<file path="src/sv/krt_pkg.sv">
// Package for the keyed record table: field widths, request codes and the
// structs that move between the table cells and the controller.
// No dependencies.
package krt_pkg;

  localparam int unsigned KEY_W     = 32;
  localparam int unsigned PAYLOAD_W = 64;
  localparam int unsigned SLOT_W    = 6;
  localparam int unsigned COUNT_W   = 7;

  typedef enum logic [1:0] {
    REQ_APPEND = 2'd0,
    REQ_DELETE = 2'd1,
    REQ_FIND   = 2'd2,
    REQ_CLEAR  = 2'd3
  } req_e;

  // Search token that travels down the row of cells, one cell per cycle.
  typedef struct packed {
    logic                 act;
    logic                 found;
    logic [SLOT_W-1:0]    slot;
    logic [PAYLOAD_W-1:0] payload;
  } tok_t;

  typedef struct packed {
    logic                 success;
    logic [SLOT_W-1:0]    slot;
    logic [PAYLOAD_W-1:0] found_payload;
    logic [COUNT_W-1:0]   entry_count;
  } rsp_t;

  function automatic logic [COUNT_W-1:0] count_field(input logic [31:0] cnt);
    return cnt[COUNT_W-1:0];
  endfunction

endpackage

</file>
<file path="src/sv/krt_cell.sv">
// One cell of the record row: holds one key and payload, matches the passing
// search token and shifts in its right neighbor on delete. Depends on krt_pkg.
module krt_cell import krt_pkg::*; #(
  parameter int unsigned IDX   = 0,
  parameter int unsigned CNT_W = 7
) (
  input  logic                 clk_i,
  input  logic                 rst_ni,
  input  logic                 wr_en_i,
  input  logic [KEY_W-1:0]     wr_key_i,
  input  logic [PAYLOAD_W-1:0] wr_payload_i,
  input  logic                 del_i,
  input  logic [KEY_W-1:0]     srch_key_i,
  input  logic [CNT_W-1:0]     count_i,
  input  tok_t                 tok_i,
  output tok_t                 tok_o,
  input  logic [KEY_W-1:0]     nbr_key_i,
  input  logic [PAYLOAD_W-1:0] nbr_payload_i,
  output logic [KEY_W-1:0]     key_o,
  output logic [PAYLOAD_W-1:0] payload_o
);

  logic [KEY_W-1:0]     key_q;
  logic [PAYLOAD_W-1:0] payload_q;
  tok_t                 tok_q;
  tok_t                 tok_d;
  logic                 live;
  logic                 match;
  logic                 hit;

  assign live  = CNT_W'(IDX) < count_i;
  assign match = tok_i.act & live & (key_q == srch_key_i);
  assign hit   = match & ~tok_i.found;

  always_comb begin
    tok_d       = tok_i;
    tok_d.found = tok_i.found | match;
    if (hit) begin
      tok_d.slot    = SLOT_W'(IDX);
      tok_d.payload = payload_q;
    end
  end

  always_ff @(posedge clk_i or negedge rst_ni) begin
    if (!rst_ni) begin
      tok_q <= '0;
    end else begin
      tok_q <= tok_d;
    end
  end

  always_ff @(posedge clk_i) begin
    if (wr_en_i && (CNT_W'(IDX) == count_i)) begin
      key_q     <= wr_key_i;
      payload_q <= wr_payload_i;
    end else if (del_i && tok_i.act && (tok_i.found || match)) begin
      key_q     <= nbr_key_i;
      payload_q <= nbr_payload_i;
    end
  end

  assign tok_o     = tok_q;
  assign key_o     = key_q;
  assign payload_o = payload_q;

endmodule

</file>
<file path="config.mk">
export PLATFORM = sky130hd
export DESIGN_NAME = krt_cell
export DESIGN_NICKNAME = d
export VERILOG_FILES = /design/src/sv/krt_pkg.sv /design/src/sv/krt_cell.sv
export SDC_FILE = /design/constraint.sdc
export NUM_CORES = 1
export LEC_CHECK = 0
export BUFFER_PORTS_ARGS = -buffer_cell sky130_fd_sc_hd__buf_2
export CAP_MARGIN = 20
export CORE_AREA = 3 3 182 184
export DETAILED_ROUTE_END_ITERATION = 7
export DIE_AREA = 0 0 185 187
export PLACE_DENSITY = 0.46
export SYNTH_ARGS = -nofsm -noshare
export SYNTH_HDL_FRONTEND = slang
export SYNTH_SLANG_ARGS = --single-unit
</file>
<file path="constraint.sdc">
create_clock -name clk_i -period 4.3 [get_ports clk_i]
set_clock_uncertainty 0.1 [all_clocks]
set_input_delay 0.215 -clock clk_i [delete_from_list [all_inputs] [get_ports clk_i]]
set_output_delay 0.215 -clock clk_i [all_outputs]
set_load 0.05 [all_outputs]
</file>
After elaboration in Yosys (flattened, before gate mapping)
Cells that the tools add are included.
{ "totals": {"reg_bits": 168, "latchBits": 0, "mem_count": 0, "rom_bits": 0, "in_bits": 307, "output_inout_bits": 168, "ram_bits": 0} }
{ "classes": {"addsub": 0, "n_div": 0, "mux": 5, "multipliers": 0, "bitwise": 5, "shifts": 0, "reduce_logical": 6, "n_eq_ne": 1, "order_cmp": 1} }
{ "op_table": {"columns": ["operator", "count"], "rows": [
  ["$mux 64", 2],
  ["$mux 70", 1],
  ["$mux 32", 2],
  ["$eq 32x32->1", 1],
  ["$logic_not 7->1", 1],
  ["$lt 1x7->1 const A", 1],
  ["$and 1x1->1", 3],
  ["$logic_and 1x1->1", 3],
  ["$reduce_bool 2->1", 1],
  ["$logic_or 1x1->1", 1],
  ["$not 1->1", 1],
  ["$or 1x1->1", 1]
]} }

Logic depth before layout (Yosys ltp)
{ "logic_depth": {"depth_word": 7, "mapped_depth": 6} }

Worst setup path before layout
No wires, ideal clock.
{ "synth_path": {"path_type": "register -> register", "startpoint": "reg key_q[5] (netlist: key_o[5])", "endpoint": "reg key_q[0] (netlist: key_o[0]), enable pin", "t_required_ps": 3729, "synth_period_minus_slack_ps": 4722, "arrival_time_ps": 4150, "path_buffers": 0, "stages_incl_launch_ff": 6, "setup_ps": 471, "setup_slack_ps": -422, "cell_sequence": "edfxtp_1 xnor2_1 o211ai_1 or4_4 o31ai_1 a32o_1"} }
{ "synth_via": {"elab_chain_cells": 5} }
{ "synth_lines": {"columns": ["element", "line_no", "source"], "rows": [
  ["start: declaration", "krt_cell.sv:23", "logic [KEY_W-1:0] key_q;"],
  ["start signal: assignment", "krt_cell.sv:54", "key_q <= wr_key_i;"],
  ["start signal: assignment", "krt_cell.sv:57", "key_q <= nbr_key_i;"],
  ["$eq 32x32->1", "krt_cell.sv:32", "assign match = tok_i.act & live & (key_q == srch_key_i);"],
  ["$and 1x1->1", "krt_cell.sv:32", null],
  ["$logic_or 1x1->1", "krt_cell.sv:56", "end else if (del_i && tok_i.act && (tok_i.found || match)) begin"],
  ["$logic_and 1x1->1", "krt_cell.sv:56", null],
  ["$reduce_bool 2->1 (no source line)", null, null]
]} }
Every way passes these cells.
A chain may end at the register's enable or synchronous reset.

Worst setup path after layout
{ "layout_path": {"startpoint": "in count_i[3]", "endpoint": "reg key_q[9] (netlist: key_o[9]), data pin"} }
{ "layout_via": {"elab_chain_cells": 3} }
{ "layout_lines": {"columns": ["element", "line_no", "source"], "rows": [
  ["start: declaration", "krt_cell.sv:14", "input logic [CNT_W-1:0] count_i,"],
  ["$logic_not 7->1", "krt_cell.sv:53", "if (wr_en_i && (CNT_W'(IDX) == count_i)) begin"],
  ["$logic_and 1x1->1", "krt_cell.sv:53", null],
  ["$mux 32", "krt_cell.sv:53", null]
]} }
Every way passes these cells.

==> impl_metrics.toml <==
[job]
max_cap_violations = 0

[synth]
synth_area_leaders = "edfxtp_1 (41%), dfrtp_1 (26%), mux2_2 (25%)"
synth.cell_area_mm2 = 0.00705
yosysWarnings = 0
synth_area_per_cell_um2 = 17.5
synth_top_family_by_area = "multiplexers"
synthFlopType = "edfxtp_1"
synth_common_cells = "mux2_2 (154), edfxtp_1 (96), dfrtp_1 (72)"
synth_simple_gate_area_share_pct = 2.08
synth_top_area_share_pct = 40.9
synthAdderAreaFrac_pct = 0
yosys-mux-area-fraction_pct = 25.5
synthXorXnorAreaFrac_pct = 3.97
syn_inst = 402
synth.largest_area_cell = "edfxtp_1"
ys_types = 24
synth_compound_area_share_pct = 0.355
synth_nets = 709
yosys.cell_count.top_type = "mux2_2"
synthArstFlopShare_pct = 42.9
synth_edf_count = 96
yosysSeqAreaShare_pct = 66.4
synth_seq_cells = 168

[critical_path]
crit_required_ps = 4390
critPathMaxFanout = 53
end_kind = "register"
worstSetupStartpointType = "input port"
path_class = "in -> reg"
cp_data_arrival_time_ps = 3110

[global_route]
grt_usage_pct = 15.0
busiest_layer = "met2"
grt_use_met3_pct = 4.57
grt_pass1_vias = 7047
grt.overflow.total = 0
antenna_found_initial = 1
met2_usage_pct = 28.5
grt_max_degree = 97
grt_pass1_wl_mm = 39.4
grt_util_met1_pct = 15.5

[sta]
fmax_mhz = 331
hold_viol = 0
tns_ps = 0
tightest_slew_ps = 770
slew_violations = 0
fin_ws_ps = 1280
period_needed_ps = 3020
rsz0062_at_grt = "false"
relSlewSlack_pct = 48.7
finalCritPeriodShare_pct = 70.2
setup_viol = 0

[floorplan]
coreArea_mm2 = 0.0316
initial_core_util_pct = 22.4
io_pins = 475
die_area_mm2 = 0.0346
die_height_um = 187
die_w_um = 185
rows = 65

[outcome]
status = "finished, final reports clean"

[cts]
root_buffer = "clkbuf_16"
cts.sinks = 168
cts_max_level = 4
cts.clk_slew.worst_paths_ps = 70
cts_tree = "done"
post_cts_buffers = 0
cts-buffers-inserted = 17
clkLatencyLatePin_ps = 440
cts_buffer_depth = 2

[pwr]
internal_power_mw = 2.99
peakVddDrop_mv = 0.254
p_clk_share_pct = 36.2
p_sw_mw = 1.22
p_comb_share_pct = 20.3
leakage_nw = 5.77
p_sw_share_pct = 29.0
pwr_density_cell_mw_per_mm2 = 323
seqPwrFrac_pct = 43.4

[route]
viasPerCell = 4.04
wl_mm = 26.7
drc = 0
drt-initial-drc-count = 117
dr.pass1.iters = 4
via_count = 6293
wl_per_cell_um = 17.2
drtAntennaViolNets = 0

[cells_and_area]
fin_nets = 1448
area_growth_pct = 85.2
drive_gt1_share_pct = 57.9

[hold_path]
worstHoldPathType = "in -> reg"

[placement]
hpwl_mm = 18.8
port_buffers = 474
gp_congestion = 0.787
pre_cts_slack_ps = 1240
-- power groups by stage --
stage               combinational [mW]  sequential (mW)  clock (mW)
global placement                 0.674             1.86           0
global route                     0.909             1.84        1.65
CTS                              0.857             1.83        1.58
floorplan                        0.107             2.15           0
detailed placement               0.672             1.87           0
finish                           0.857             1.83        1.53
-- worst paths after layout --
kind,from,endpoint,slack (ps),depth (start not counted)
worst max-delay path,count_i[3],key_o[9]$_DFFE_PP_,1280,7
worst min-delay path,wr_payload_i[22],payload_o[22]$_DFFE_PP_,30,2
worst max register to register,key_o[6]$_DFFE_PP_,payload_o[35]$_DFFE_PP_,1350,6
worst min register to register,payload_o[12]$_DFFE_PP_,tok_o[12]$_DFF_PN0_,390,1
max in group asynchronous,rst_ni,tok_o[66]$_DFF_PN0_,3310,3
min in group asynchronous,rst_ni,tok_o[30]$_DFF_PN0_,210,2
-- area by class of cell --
cell class,count,area [um2]
Antenna cell,1,2.50
Timing Repair Buffer,737,5030
Clock inverter,14,139
Multi-Input combinational cell,216,2270
Tap cell,402,503
Clock buffer,18,429
Inverter,1,3.75
Fill cell,2942,18500
Sequential cell,168,4680
-- stage by stage --
stage / util (%) / hold slack [ps] / instances / power, mW / instance area (um2)
detailed placement: 31.3 / 289 / 1265 / 2.54 / 9880
floorplan: - / -181 / 402 / 2.25 / 7060
CTS: 41.3 / 0.750 / 1554 / 4.27 / 13000
global placement: 31.3 / 290 / 1265 / 2.54 / 9880
finish: 41.4 / 27.5 / 1557 / 4.22 / 13100
global route: 41.4 / 0.572 / 1557 / 4.40 / 13100
-- cell usage in the layout, fill, tap and decap left out, types with 4 or more instances in the layout --
| cell | count |
|---|---|
| buf_2 | 473 |
| dlygate4sd3_1 | 258 |
| mux2_2 | 154 |
| edfxtp_1 | 96 |
| dfrtp_1 | 72 |
| clkbuf_16 | 17 |
| xnor2_1 | 16 |
| xor2_1 | 16 |
| nor2b_1 | 6 |
| mux2_1 | 6 |
| inv_6 | 5 |
| nor4_1 | 4 |
| nand4_1 | 4 |
| buf_4 | 4 |
-- layer usage --
layer	vias up	share of wire, %
met2	285	55
met5	-	0
met1	3010	36
met4	0	1.8
met3	22	7.2
li1	2976	-
-- critical path: stages --
cell and delay, ps:
buf_2 90, or4_1 570, nor2_1 270, nand2_4 450, buf_4 500, mux2_2 360
dlygate4sd3_1 560
-- what timing repair did --
item / CTS / global route
hold buffers: 257 / 1
gates resized for setup: 0 / 0
hold endpoints to repair: 239 / 1
-- registers in the layout, indices dropped and copies added, names as in the netlist --
register	flops
payload_o	64
tok_o	72
key_o	32
-- cells by family (layout without fill, tap and decap cells) --
| group | count (synthesis) | count (layout) |
|---|---|---|
| XOR/XNOR | 32 | 32 |
| AND/OR/NAND/NOR | 21 | 21 |
| buffers and inverters | 18 | 770 |
| AO/OA/AOI/OAI | 3 | 3 |
| other | 0 | 1 |
| multiplexers | 160 | 160 |
| flip-flops | 168 | 168 |
(Power assumes the default switching activity.)
